`src/rtl/desp_pkg.sv`:
```
// ----------------------------------------------------------------------------
// desp_pkg
// Shared types and constants for the DER ECDSA signature parser: parse
// phases, parse state, result word layout and the framing constants.
// ----------------------------------------------------------------------------
package desp_pkg;

	// Largest coordinate the block right-aligns into
	localparam int MAX_COORD_BYTES = 48;
	localparam int COORD_BYTES_W   = 6;
	localparam logic [COORD_BYTES_W-1:0] COORD_BYTES_RESET = 6'd32;

	// DER framing
	localparam logic [7:0]  TAG_SEQUENCE  = 8'h30;
	localparam logic [7:0]  TAG_INTEGER   = 8'h02;
	localparam logic [6:0]  LONG_FORM_MAX = 7'd4;
	localparam logic [31:0] LONG_FORM_MIN = 32'd128;

	// Output queue depth (a final byte can push two words)
	localparam int OUT_DEPTH = 4;
	localparam int OUT_AW    = $clog2(OUT_DEPTH);
	localparam int OUT_CW    = $clog2(OUT_DEPTH + 1);

	typedef logic [COORD_BYTES_W-1:0] coord_bytes_t;

	// Result word kinds
	typedef enum logic [1:0] {
		KIND_R       = 2'd0,
		KIND_S       = 2'd1,
		KIND_VERDICT = 2'd2
	} kind_t;

	typedef enum logic [3:0] {
		PH_SEQ_TAG,
		PH_SEQ_LEN,
		PH_SEQ_LENX,
		PH_INT_TAG,
		PH_INT_LEN,
		PH_INT_LENX,
		PH_INT_FIRST,
		PH_INT_BODY,
		PH_DONE
	} phase_t;

	typedef struct packed {
		phase_t      phase;
		logic [31:0] seq_left;
		logic [31:0] acc;
		logic [2:0]  len_left;
		logic [31:0] elem_left;
		logic [5:0]  vpos;
		logic        cur_int;
		logic        err;
	} parse_t;

	localparam parse_t PARSE_RESET = '{
		phase:     PH_SEQ_TAG,
		seq_left:  32'd0,
		acc:       32'd0,
		len_left:  3'd0,
		elem_left: 32'd0,
		vpos:      6'd0,
		cur_int:   1'b0,
		err:       1'b0
	};

	typedef struct packed {
		kind_t      kind;
		logic [5:0] position;
		logic [7:0] value;
		logic       ok;
		logic       last;
	} result_t;

	// Words produced by one byte: an optional data word, then an optional verdict
	typedef struct packed {
		logic    data_v;
		result_t data;
		logic    verdict_v;
		result_t verdict;
	} step_out_t;

endpackage

```
`src/rtl/desp_byte_if.sv`:
```
// ----------------------------------------------------------------------------
// desp_byte_if
// Signature byte channel: valid/ready handshake with the byte and its
// final-byte flag.
// ----------------------------------------------------------------------------
interface desp_byte_if;
	logic       valid;
	logic       ready;
	logic [7:0] sig_byte;
	logic       is_last;

	modport source(output valid, output sig_byte, output is_last, input ready);
	modport sink(input valid, input sig_byte, input is_last, output ready);
endinterface

```
`src/rtl/desp_res_if.sv`:
```
// ----------------------------------------------------------------------------
// desp_res_if
// Result channel: valid/ready handshake with coordinate bytes and verdicts.
// ----------------------------------------------------------------------------
interface desp_res_if;
	logic       valid;
	logic       ready;
	logic [1:0] kind;
	logic [5:0] position;
	logic [7:0] value;
	logic       ok;
	logic       last;

	modport source(output valid, output kind, output position, output value,
		output ok, output last, input ready);
	modport sink(input valid, input kind, input position, input value,
		input ok, input last, output ready);
endinterface

```
`src/rtl/desp_step.sv`:
```
// ----------------------------------------------------------------------------
// desp_step
// Next-state and result logic for one signature byte: DER tag and length
// checks, leading-zero drop, right alignment and the final verdict.
// ----------------------------------------------------------------------------
module desp_step (
	input  desp_pkg::parse_t       cur,
	input  logic [7:0]             sig_byte,
	input  logic                   is_last,
	input  desp_pkg::coord_bytes_t coord_bytes,
	output desp_pkg::parse_t       nxt,
	output desp_pkg::step_out_t    res
);
	import desp_pkg::*;

	logic        in_int;
	logic        coord_bad;
	logic [6:0]  lf_cnt;
	logic        lf_bad;
	logic [31:0] seq_dec;
	logic [31:0] acc_new;
	logic [2:0]  ll_new;
	logic [31:0] elem_dec;
	logic [31:0] n;
	logic [5:0]  vpos_sel;
	logic        keep;
	logic        do_adv;

	// Terms computed ahead of the phase decode
	assign in_int    = (cur.phase != PH_SEQ_TAG) && (cur.phase != PH_SEQ_LEN) &&
		(cur.phase != PH_SEQ_LENX);
	assign coord_bad = (coord_bytes == '0) ||
		(coord_bytes > COORD_BYTES_W'(MAX_COORD_BYTES));
	assign lf_cnt    = sig_byte[6:0];
	assign lf_bad    = (lf_cnt == 7'd0) || (lf_cnt > LONG_FORM_MAX);
	assign seq_dec   = cur.seq_left - 32'd1;
	assign acc_new   = {cur.acc[23:0], sig_byte};
	assign ll_new    = cur.len_left - 3'd1;
	assign elem_dec  = cur.elem_left - 32'd1;

	// Parse one byte
	always_comb begin
		nxt      = cur;
		keep     = 1'b0;
		do_adv   = 1'b0;
		n        = cur.elem_left;
		vpos_sel = cur.vpos;
		res      = '0;

		if (!cur.err) begin
			if (coord_bad || (cur.phase == PH_DONE)) begin
				nxt.err = 1'b1;
			end else if (in_int && (cur.seq_left == 32'd0)) begin
				nxt.err = 1'b1;
			end else begin
				if (in_int) begin
					nxt.seq_left = seq_dec;
				end
				unique case (cur.phase)
					PH_SEQ_TAG: begin
						if (sig_byte != TAG_SEQUENCE) nxt.err = 1'b1;
						else nxt.phase = PH_SEQ_LEN;
					end
					PH_SEQ_LEN: begin
						if (sig_byte[7]) begin
							if (lf_bad) begin
								nxt.err = 1'b1;
							end else begin
								nxt.len_left = lf_cnt[2:0];
								nxt.acc      = 32'd0;
								nxt.phase    = PH_SEQ_LENX;
							end
						end else begin
							nxt.seq_left = {24'd0, sig_byte};
							nxt.phase    = PH_INT_TAG;
						end
					end
					PH_SEQ_LENX, PH_INT_LENX: begin
						nxt.acc      = acc_new;
						nxt.len_left = ll_new;
						if (ll_new == 3'd0) begin
							if (acc_new < LONG_FORM_MIN) begin
								nxt.err = 1'b1;
							end else if (cur.phase == PH_SEQ_LENX) begin
								nxt.seq_left = acc_new;
								nxt.phase    = PH_INT_TAG;
							end else if (acc_new > seq_dec) begin
								nxt.err = 1'b1;
							end else begin
								nxt.elem_left = acc_new;
								nxt.phase     = PH_INT_FIRST;
							end
						end
					end
					PH_INT_TAG: begin
						if (sig_byte != TAG_INTEGER) nxt.err = 1'b1;
						else nxt.phase = PH_INT_LEN;
					end
					PH_INT_LEN: begin
						if (sig_byte[7]) begin
							if (lf_bad) begin
								nxt.err = 1'b1;
							end else begin
								nxt.len_left = lf_cnt[2:0];
								nxt.acc      = 32'd0;
								nxt.phase    = PH_INT_LENX;
							end
						end else if ((sig_byte == 8'd0) || ({24'd0, sig_byte} > seq_dec)) begin
							nxt.err = 1'b1;
						end else begin
							nxt.elem_left = {24'd0, sig_byte};
							nxt.phase     = PH_INT_FIRST;
						end
					end
					PH_INT_FIRST: begin
						if (sig_byte[7]) begin
							nxt.err = 1'b1;
						end else begin
							// drop one leading zero when more bytes follow
							keep = 1'b1;
							if ((cur.elem_left > 32'd1) && (sig_byte == 8'd0)) begin
								keep = 1'b0;
								n    = elem_dec;
							end
							if (n > {26'd0, coord_bytes}) begin
								nxt.err = 1'b1;
							end else begin
								vpos_sel = coord_bytes - n[5:0];
								do_adv   = 1'b1;
							end
						end
					end
					PH_INT_BODY: begin
						keep   = 1'b1;
						do_adv = 1'b1;
					end
					default: begin
						nxt.err = 1'b1;
					end
				endcase

				// Advance through the integer content
				if (do_adv) begin
					nxt.elem_left = elem_dec;
					nxt.vpos      = vpos_sel;
					if (elem_dec != 32'd0) begin
						nxt.phase = PH_INT_BODY;
					end else if (!cur.cur_int) begin
						nxt.cur_int = 1'b1;
						nxt.phase   = PH_INT_TAG;
					end else begin
						nxt.phase = PH_DONE;
						if (nxt.seq_left != 32'd0) nxt.err = 1'b1;
					end
					if (keep && !nxt.err) begin
						res.data_v        = 1'b1;
						res.data.kind     = cur.cur_int ? KIND_S : KIND_R;
						res.data.position = vpos_sel;
						res.data.value    = sig_byte;
						nxt.vpos          = vpos_sel + 6'd1;
					end
				end
			end
		end

		// Close the signature on the final byte
		if (is_last) begin
			res.verdict_v    = 1'b1;
			res.verdict.kind = KIND_VERDICT;
			res.verdict.ok   = !nxt.err && (nxt.phase == PH_DONE) &&
				(nxt.seq_left == 32'd0);
			res.verdict.last = 1'b1;
			nxt              = PARSE_RESET;
		end
	end

endmodule

```
`src/rtl/desp_out_fifo.sv`:
```
// ----------------------------------------------------------------------------
// desp_out_fifo
// Small result queue: takes up to two words a cycle, hands out one.
// ----------------------------------------------------------------------------
module desp_out_fifo (
	input  logic                clk,
	input  logic                arst_n,
	input  logic                push_en,
	input  desp_pkg::step_out_t push,
	input  logic                pop,
	output desp_pkg::result_t   head,
	output logic                not_empty,
	output logic                room
);
	import desp_pkg::*;

	result_t           mem_q [OUT_DEPTH];
	logic [OUT_AW-1:0] wp_q;
	logic [OUT_AW-1:0] rp_q;
	logic [OUT_CW-1:0] count_q;
	logic [1:0]        n_push;
	logic [OUT_AW-1:0] wa;
	logic [OUT_AW-1:0] wb;

	assign n_push    = push_en ? ({1'b0, push.data_v} + {1'b0, push.verdict_v}) : 2'd0;
	assign wa        = wp_q;
	assign wb        = wp_q + OUT_AW'(1);
	assign head      = mem_q[rp_q];
	assign not_empty = (count_q != '0);
	assign room      = (count_q <= OUT_CW'(OUT_DEPTH - 2));

	// Store pushed words, verdict packed behind the data word
	always_ff @(posedge clk) begin
		if (push_en) begin
			if (push.data_v) mem_q[wa] <= push.data;
			if (push.verdict_v) begin
				if (push.data_v) mem_q[wb] <= push.verdict;
				else mem_q[wa] <= push.verdict;
			end
		end
	end

	// Advance pointers and occupancy
	always_ff @(posedge clk or negedge arst_n) begin
		if (!arst_n) begin
			wp_q    <= '0;
			rp_q    <= '0;
			count_q <= '0;
		end else begin
			wp_q    <= wp_q + OUT_AW'(n_push);
			if (pop) rp_q <= rp_q + OUT_AW'(1);
			count_q <= count_q + OUT_CW'(n_push) - OUT_CW'(pop);
		end
	end

endmodule

```
`src/rtl/der_ecdsa_signature_parser_core.sv`:
```
// ----------------------------------------------------------------------------
// der_ecdsa_signature_parser_core
// DER ECDSA signature parser: checks SEQUENCE { INTEGER r, INTEGER s } framing
// and emits right-aligned r and s bytes followed by a verdict word.
// ----------------------------------------------------------------------------
// Each byte goes through the input byte register and the combinational parse
// step into the output queue, whose head offers the result. Throughput: one
// byte per cycle while the queue has room; a final byte that also carries data
// yields two words, which the queue drains at one word per cycle while res.ready is high.
// Reset: arst_n clears parse state and the output queue, coord_bytes goes to 32.
module der_ecdsa_signature_parser_core (
	input  logic                   clk,
	input  logic                   arst_n,
	input  logic                   cfg_we,
	input  desp_pkg::coord_bytes_t cfg_wdata,
	desp_byte_if.sink              sig,
	desp_res_if.source             res
);
	import desp_pkg::*;

	logic         valid_s1;
	logic [7:0]   byte_s1;
	logic         last_s1;
	parse_t       parse_q;
	parse_t       parse_nxt;
	coord_bytes_t coord_bytes_q;
	step_out_t    step_res;
	result_t      head;
	logic         q_room;
	logic         q_not_empty;
	logic         advance;

	assign advance   = valid_s1 && q_room;
	assign sig.ready = !valid_s1 || advance;

	// Configuration register
	always_ff @(posedge clk or negedge arst_n) begin
		if (!arst_n) begin
			coord_bytes_q <= COORD_BYTES_RESET;
		end else if (cfg_we) begin
			coord_bytes_q <= cfg_wdata;
		end
	end

	// Input byte register
	always_ff @(posedge clk or negedge arst_n) begin
		if (!arst_n) begin
			valid_s1 <= 1'b0;
		end else if (sig.valid && sig.ready) begin
			valid_s1 <= 1'b1;
		end else if (advance) begin
			valid_s1 <= 1'b0;
		end
	end

	always_ff @(posedge clk) begin
		if (sig.valid && sig.ready) begin
			byte_s1 <= sig.sig_byte;
			last_s1 <= sig.is_last;
		end
	end

	// Parse state register
	always_ff @(posedge clk or negedge arst_n) begin
		if (!arst_n) begin
			parse_q <= PARSE_RESET;
		end else if (advance) begin
			parse_q <= parse_nxt;
		end
	end

	desp_step u_step (
		.cur         (parse_q),
		.sig_byte    (byte_s1),
		.is_last     (last_s1),
		.coord_bytes (coord_bytes_q),
		.nxt         (parse_nxt),
		.res         (step_res)
	);

	desp_out_fifo u_fifo (
		.clk       (clk),
		.arst_n    (arst_n),
		.push_en   (advance),
		.push      (step_res),
		.pop       (res.valid && res.ready),
		.head      (head),
		.not_empty (q_not_empty),
		.room      (q_room)
	);

	// Drive the result channel from the queue head
	assign res.valid    = q_not_empty;
	assign res.kind     = head.kind;
	assign res.position = head.position;
	assign res.value    = head.value;
	assign res.ok       = head.ok;
	assign res.last     = head.last;

endmodule

```
`src/flat_wrapper.sv`:
```
// flat-port wrapper written by rule: the top's interface ports become plain ports
module der_ecdsa_signature_parser_core_flat import desp_pkg::*;
  (clk, arst_n, cfg_we, cfg_wdata, sig_valid, sig_sig_byte, sig_is_last, sig_ready, res_valid, res_kind, res_position, res_value, res_ok, res_last, res_ready);
  desp_byte_if sig_i ();
  desp_res_if res_i ();
  input  logic clk;
  input  logic arst_n;
  input  logic cfg_we;
  input  desp_pkg::coord_bytes_t cfg_wdata;
  input wire logic [$bits(sig_i.valid)-1:0] sig_valid;
  input wire logic [$bits(sig_i.sig_byte)-1:0] sig_sig_byte;
  input wire logic [$bits(sig_i.is_last)-1:0] sig_is_last;
  output wire logic [$bits(sig_i.ready)-1:0] sig_ready;
  output wire logic [$bits(res_i.valid)-1:0] res_valid;
  output wire logic [$bits(res_i.kind)-1:0] res_kind;
  output wire logic [$bits(res_i.position)-1:0] res_position;
  output wire logic [$bits(res_i.value)-1:0] res_value;
  output wire logic [$bits(res_i.ok)-1:0] res_ok;
  output wire logic [$bits(res_i.last)-1:0] res_last;
  input wire logic [$bits(res_i.ready)-1:0] res_ready;
  assign sig_i.valid = sig_valid;
  assign sig_i.sig_byte = sig_sig_byte;
  assign sig_i.is_last = sig_is_last;
  assign sig_ready = sig_i.ready;
  assign res_valid = res_i.valid;
  assign res_kind = res_i.kind;
  assign res_position = res_i.position;
  assign res_value = res_i.value;
  assign res_ok = res_i.ok;
  assign res_last = res_i.last;
  assign res_i.ready = res_ready;
  der_ecdsa_signature_parser_core u_core (.clk(clk), .arst_n(arst_n), .cfg_we(cfg_we), .cfg_wdata(cfg_wdata), .sig(sig_i), .res(res_i));
endmodule
```
`config.mk`:
```
export PLATFORM = sky130hd
export DESIGN_NAME = der_ecdsa_signature_parser_core_flat
export DESIGN_NICKNAME = d
export VERILOG_FILES = /design/src/rtl/desp_pkg.sv /design/src/rtl/desp_byte_if.sv /design/src/rtl/desp_res_if.sv /design/src/rtl/desp_step.sv /design/src/rtl/desp_out_fifo.sv /design/src/rtl/der_ecdsa_signature_parser_core.sv /design/src/flat_wrapper.sv
export SDC_FILE = /design/constraint.sdc
export NUM_CORES = 1
export LEC_CHECK = 0
export BUFFER_PORTS_ARGS = -buffer_cell sky130_fd_sc_hd__buf_2
export CORE_MARGIN = 4
export CORE_UTILIZATION = 67
export CTS_BUF_LIST = sky130_fd_sc_hd__clkbuf_16
export CTS_CLUSTER_SIZE = 40
export DETAILED_ROUTE_END_ITERATION = 8
export GPL_ROUTABILITY_DRIVEN = 0
export PLACE_DENSITY = 0.9
export REMOVE_ABC_BUFFERS = 1
export SETUP_SLACK_MARGIN = 0.5
export SLEW_MARGIN = 10
export SYNTH_ARGS = -nofsm -noshare
export SYNTH_HDL_FRONTEND = slang
export SYNTH_SLANG_ARGS = --single-unit
```
`constraint.sdc`:
```
create_clock -name clk -period 11.5 [get_ports clk]
set_input_delay 0.575 -clock clk [delete_from_list [all_inputs] [get_ports clk]]
set_output_delay 0.575 -clock clk [all_outputs]
set_load 0.01 [all_outputs]
```
# Yosys cells after proc, flatten, opt, wreduce, memory -nomap -nowiden
# Memory sizes are Yosys's and may differ from the RTL's.
# Index checks and enable logic that the tools add are counted.
[totals]
memories = 1
input_bits = 20
output_inout_bits = 20
ram_bits = 72
wordCells = 206
ff_bits = 126
[op_classes]
muxes = 106
n_addsub = 11
n_reduce_logical = 39
bitwise_logic = 1
order_cmp = 8
eq_ne = 25
[mem_list]
columns = ["memory", "words", "width", "read_ports", "rd_clocked_by_memory_dff", "write_ports", "line_no", "rtl"]
rows = [
  ["u_core.u_fifo.mem_q", 4, 18, 1, 0, 2, "desp_out_fifo.sv:17", "result_t mem_q [OUT_DEPTH];"],
]
[op_table]
columns = ["cell", "count"]
rows = [
  ["two-way mux 32 bit", 18],
  ["two-way mux 111 bit", 2],
  ["two-way mux 110 bit", 2],
  ["case mux 32 bit (2 select lines)", 2],
  ["two-way mux 17 bit", 5],
  ["two-way mux 36 bit", 2],
  ["two-way mux 35 bit", 2],
  ["case mux 35 bit (2 select lines)", 1],
  ["logical NOT 32 bit", 2],
  ["nonzero test 32 bit", 2],
  ["subtractor 32 x 1 -> 32 bit, second input constant", 2],
  ["two-way mux 4 bit", 12],
  ["two-way mux 6 bit", 7],
  ["two-way mux 40 bit", 1],
  ["two-way mux 1 bit", 39],
  ["> comparator 32 x 1 -> 1 bit, second input constant", 1],
  ["> comparator 32 bit", 1],
  ["> comparator 32 x 6 -> 1 bit", 1],
  ["> comparator 8 x 32 -> 1 bit", 1],
  ["< comparator 32 x 8 -> 1 bit, second input constant", 1],
  ["inequality test 4 x 3 -> 1 bit, second input constant", 5],
  ["case mux 4 bit (5 select lines)", 1],
  ["two-way mux 18 bit", 1],
  ["== test 4 x 3 -> 1 bit, second input constant", 4],
  ["other kinds (43)", 75],
]

# Longest topological paths before layout
[logic_depth]
depth_word = 31
depth_mapped = 28
depth_no_buf = 27

# Hierarchy
# From an unflattened synthesis, not the netlist that was laid out.
[hier_totals]
cells_unflattened = 1734
area_unflattened_um2 = 16842.4
[modules_own_cells]
columns = ["module", "seq_area_each_um2", "cells_each", "n_inst", "area_per_inst_um2"]
rows = [
  ["desp_step", 0.0, 1247, 1, 7728.7],
  ["der_ecdsa_signature_parser_core", 3224.3, 263, 1, 5082.4],
  ["desp_out_fifo", 2337.2, 224, 1, 4031.4],
]

# Least setup slack after synthesis
# OpenSTA, ideal clock, no wires.
[synth_timing]
path_type = "reg-to-reg"
startpoint = "register u_core.parse_q[19] in the netlist's numbering"
endpoint = "memory u_core.u_fifo.mem_q[0][0] in the netlist's numbering (enable)"
path_stages_with_launch = 24
required_time_ns = 11.235
setup_ns = 0.265
t_arrival_ns = 5.766
period_less_slack_ns = 6.031
path_slack_ns = 5.469
n_path_buf = 4
path_cell_list = "dfrtp_1 > or4_1 > nor3_1 > nand3_1 > o31a_1 > clkbuf_1 > nand2_1 > xnor2_1 > ha_1 > or3_1 > o2111ai_1 > o21ai_0 > a2111o_1 > o41ai_1 > a31oi_1 > clkbuf_1 > nor2_1 > nand2_1 > ha_1 > and3_1 > clkbuf_1 > o211ai_2 > clkbuf_1 > nand2_1"
[synth_rtl]
columns = ["element", "line_no", "rtl"]
rows = [
  ["start: declaration", "der_ecdsa_signature_parser_core.sv:24", "parse_t parse_q;"],
  ["start signal: assignment", "der_ecdsa_signature_parser_core.sv:68", "parse_q <= parse_nxt;"],
  ["end: declaration", "desp_out_fifo.sv:17", ""],
]

==> flow_summary_export.csv <==
group,metric,value,unit
run_status,status,"finished clean",
timing,fmax,133,MHz
critical_path,crit_fanout,26,
critical_path,crit_type,"register to register",
synth,async_flop_share,0.603,
critical_path,path_common_cell,"nor2_1",
timing,max_slew_margin,0.193,
route,wl_met3,5740,µm
final_layout,seq_area,0.00464,mm²
power,power-per-cell-area,202,mW/mm²
clock_network,root_buffer,"clkbuf_16",
timing,setup-violations-final,0,
route,totalWireLength,42200,µm
timing,fin_hold_ws,0.0747,ns
final_layout,final_cell_mix,"155 x nor2_1, 144 x o21ai_0, 119 x nand2_1",
critical_path,arrival,7.74,ns
timing,fin_crit,7.54,ns
global_routing,grt_pass1_vias,12700,
final_layout,area_growth,6.44,%
place,dp_slack,4.26,ns
route,post-route-drc-count,0,
route,dr_wl_met2,18300,µm
synth,synth_edf_count,17,
critical_path,start_kind,"register",
clock_network,htree_levels,4,
flow_run,cap_violations,0,
place,numPortBuffers,39,
clock_network,cts_buffer_depth,2,
final_layout,final_nets,1624,
die,io_pins,40,
clock_network,ctsResizeCount,0,
die,core,0.0197,mm²
die,start_util,0.687,
timing,rsz0062_at_grt,"false",
timing,slew_viol_final,0,
hold_path,worst_hold_path_type,"input pin to asynchronous set/reset pin",
global_routing,grt-ovfl-total,0,
power,cellLeakagePower,6.27,nW
clock_network,cts-hold-fix-buffers,0,
route,ant_nets,0,
synth,ys_seq_area_frac,0.344,
synth,ys_seq_elements,194,
route,detail_route.vias_per_cell,7.42,
clock_network,cts_buffers,17,
route,drt_iter0_markers,2020,
critical_path,reg2reg_setup_slack,3.96,ns
synth,postSynthCellCount,1593,
critical_path,crit_chain,"nor2_1, nor4bb_1, o31a_1, nor2_1, buf_4, a22oi_1, or4b_2, or4_4, a31oi_2, nand2_1, inv_1, nand2_1, ha_1, and3_1, nor2_1, a211oi_4, nor2_1, inv_1",
die,num_rows,51,
route,drt_first_pass_iters,6,
final_layout,diodes,0,
die,dieArea,0.0225,mm²
timing,fin_tns_setup,0,ns
synth,synth_area_per_cell,8.48,µm²
global_routing,antenna_found_initial,0,
critical_path,worst_path_largest_cell_delay,1.07,ns
place,dp_hpwl,28200,µm
die,die_y,150,µm
clock_network,cts_tree,"yes",
clock_network,post_cts_buffers,0,
synth,synth_area,0.0135,mm²
final_layout,drive_gt1_frac,0.0982,
route,routedWlPerCell,23.2,µm
final_layout,multi_input_area,0.00819,mm²
final_layout,final_common_cell,"nor2_1",
critical_path,reg2reg_to,"u_core.u_fifo.mem_q[3][1]",
critical_path,crit_path_end_kind,"register",
route,top_layer,"met4",
timing,clock_skew,0.0182,ns
timing,final-hold-violation-count,0,
global_routing,grt_max_degree,79,
die,die_x,150,µm
synth,synthFlopType,"dfrtp_1",
critical_path,critPathSlowestCell,"o31a_1",
route,wl_met1,15500,µm
critical_path,worstReg2RegStart,"u_core.parse_q[110]",
route,vias,13500,
power,max-vdd-ir-drop,0.000192,V
final_layout,utilization,0.732,
global_routing,grt_pass1_wl,67900,µm
synth,synth.distinct_cells,87,
timing,worstMarginPinSlew,1.21,ns
clock_network,cts.sinks,194,
synth,ys_warn_count,0,
critical_path,worstRegToRegCells,18,
critical_path,cp_data_required_time,11.70,ns
final_layout,nFillCells,1409,
clock_network,clk_latency,0.47,ns
clock_network,clk_pin_slew,0.10,ns
timing,setup_ws,3.96,ns
global_routing,track_usage,0.381,
timing,fin_crit_sh,0.656,
## metal layers
metal  GRT usage  vias up
met2       0.566     1125
met5           0        -
li1            -     5839
met4       0.221        0
met1       0.501     6271
met3       0.102      289
## metrics by stage
stage / area (µm²) / cells / power [mW]
after floorplan: 13000 / 1465 / 1.75
after detailed placement: 13700 / 1791 / 2.16
after global placement: 13700 / 1791 / 2.10
final: 14400 / 1823 / 2.90
after global routing: 14400 / 1823 / 3.03
after CTS: 14400 / 1823 / 2.83
## critical path, delay by kind of cell, from the launching register on
family	cells	cell delay (ns)
flops	1	0.65
compound gates	4	1.88
buf+inv	3	0.57
simple gates	10	3.96
fa+ha+maj	1	0.22
## flip-flops by register name (all words and copies together) (netlist names)
| register | flops |
|---|---|
| u_core.byte_s1 | 8 |
| u_core.coord_bytes_q | 6 |
| u_core.last_s1 | 1 |
| u_core.parse_q | 103 |
| u_core.u_fifo.count_q | 3 |
| u_core.u_fifo.mem_q | 68 |
| u_core.u_fifo.rp_q | 2 |
| u_core.u_fifo.wa | 2 |
| u_core.valid_s1 | 1 |
## kinds of logic after synthesis
group,Yosys count,synth area share
compound gates,450,0.223
xor+xnor,73,0.0473
fa+ha+maj,59,0.0558
buf+inv,178,0.0515
flops,194,0.344
mux,48,0.0514
simple gates,591,0.227
## where the power goes
group | internal, mW | leakage [nW] | switching [mW]
logic | 0.476 | 3.72 | 0.813
registers | 0.754 | 2.23 | 0.186
clock network | 0.314 | 0.317 | 0.354
total | 1.54 | 6.27 | 1.35
## layout make-up
| cell class | instances | share of cell area |
|---|---|---|
| clock buffer | 17 | 0.0296 |
| clock inverter | 15 | 0.0163 |
| inverter | 50 | 0.0131 |
| multi-input combinational | 1221 | 0.570 |
| sequential | 194 | 0.323 |
| tap | 265 | 0.0231 |
| timing repair buffer | 61 | 0.0252 |
## synth_stat cells (all sizes together) (27+ instances only)
master | number | area [µm²]
nor2 | 155 | 582
inv | 50 | 188
xnor2 | 47 | 412
o21ai | 145 | 726
clkbuf | 116 | 435
a31oi | 35 | 225
ha | 57 | 713
nand2 | 119 | 447
dfxtp | 60 | 1200
nand3 | 44 | 220
nand4 | 29 | 181
a22o | 38 | 333
a32o | 29 | 290
a21oi | 78 | 390
mux2i | 30 | 300
or4 | 27 | 214
nor3 | 52 | 265
nor4 | 48 | 337
dfrtp | 116 | 2900
## worst max path at each step
| stage | startpoint | end | slack [ns] | cells past startpoint |
|---|---|---|---|---|
| 2_1_floorplan | u_core.parse_q[19] | u_core.u_fifo.mem_q[0][16] | 3.71 | 21 |
| 3_3_place_gp | u_core.parse_q[110] | u_core.u_fifo.mem_q[2][6] | 4.54 | 17 |
| 3_5_place_dp | u_core.parse_q[110] | u_core.u_fifo.mem_q[3][0] | 4.26 | 18 |
| 4_1_cts | u_core.parse_q[110] | u_core.u_fifo.mem_q[3][1] | 4.18 | 18 |
| 5_1_grt | u_core.parse_q[110] | u_core.u_fifo.mem_q[3][0] | 3.48 | 18 |
| 6_report | u_core.parse_q[110] | u_core.u_fifo.mem_q[3][1] | 3.96 | 18 |
Power figures use the tool's default switching activity.
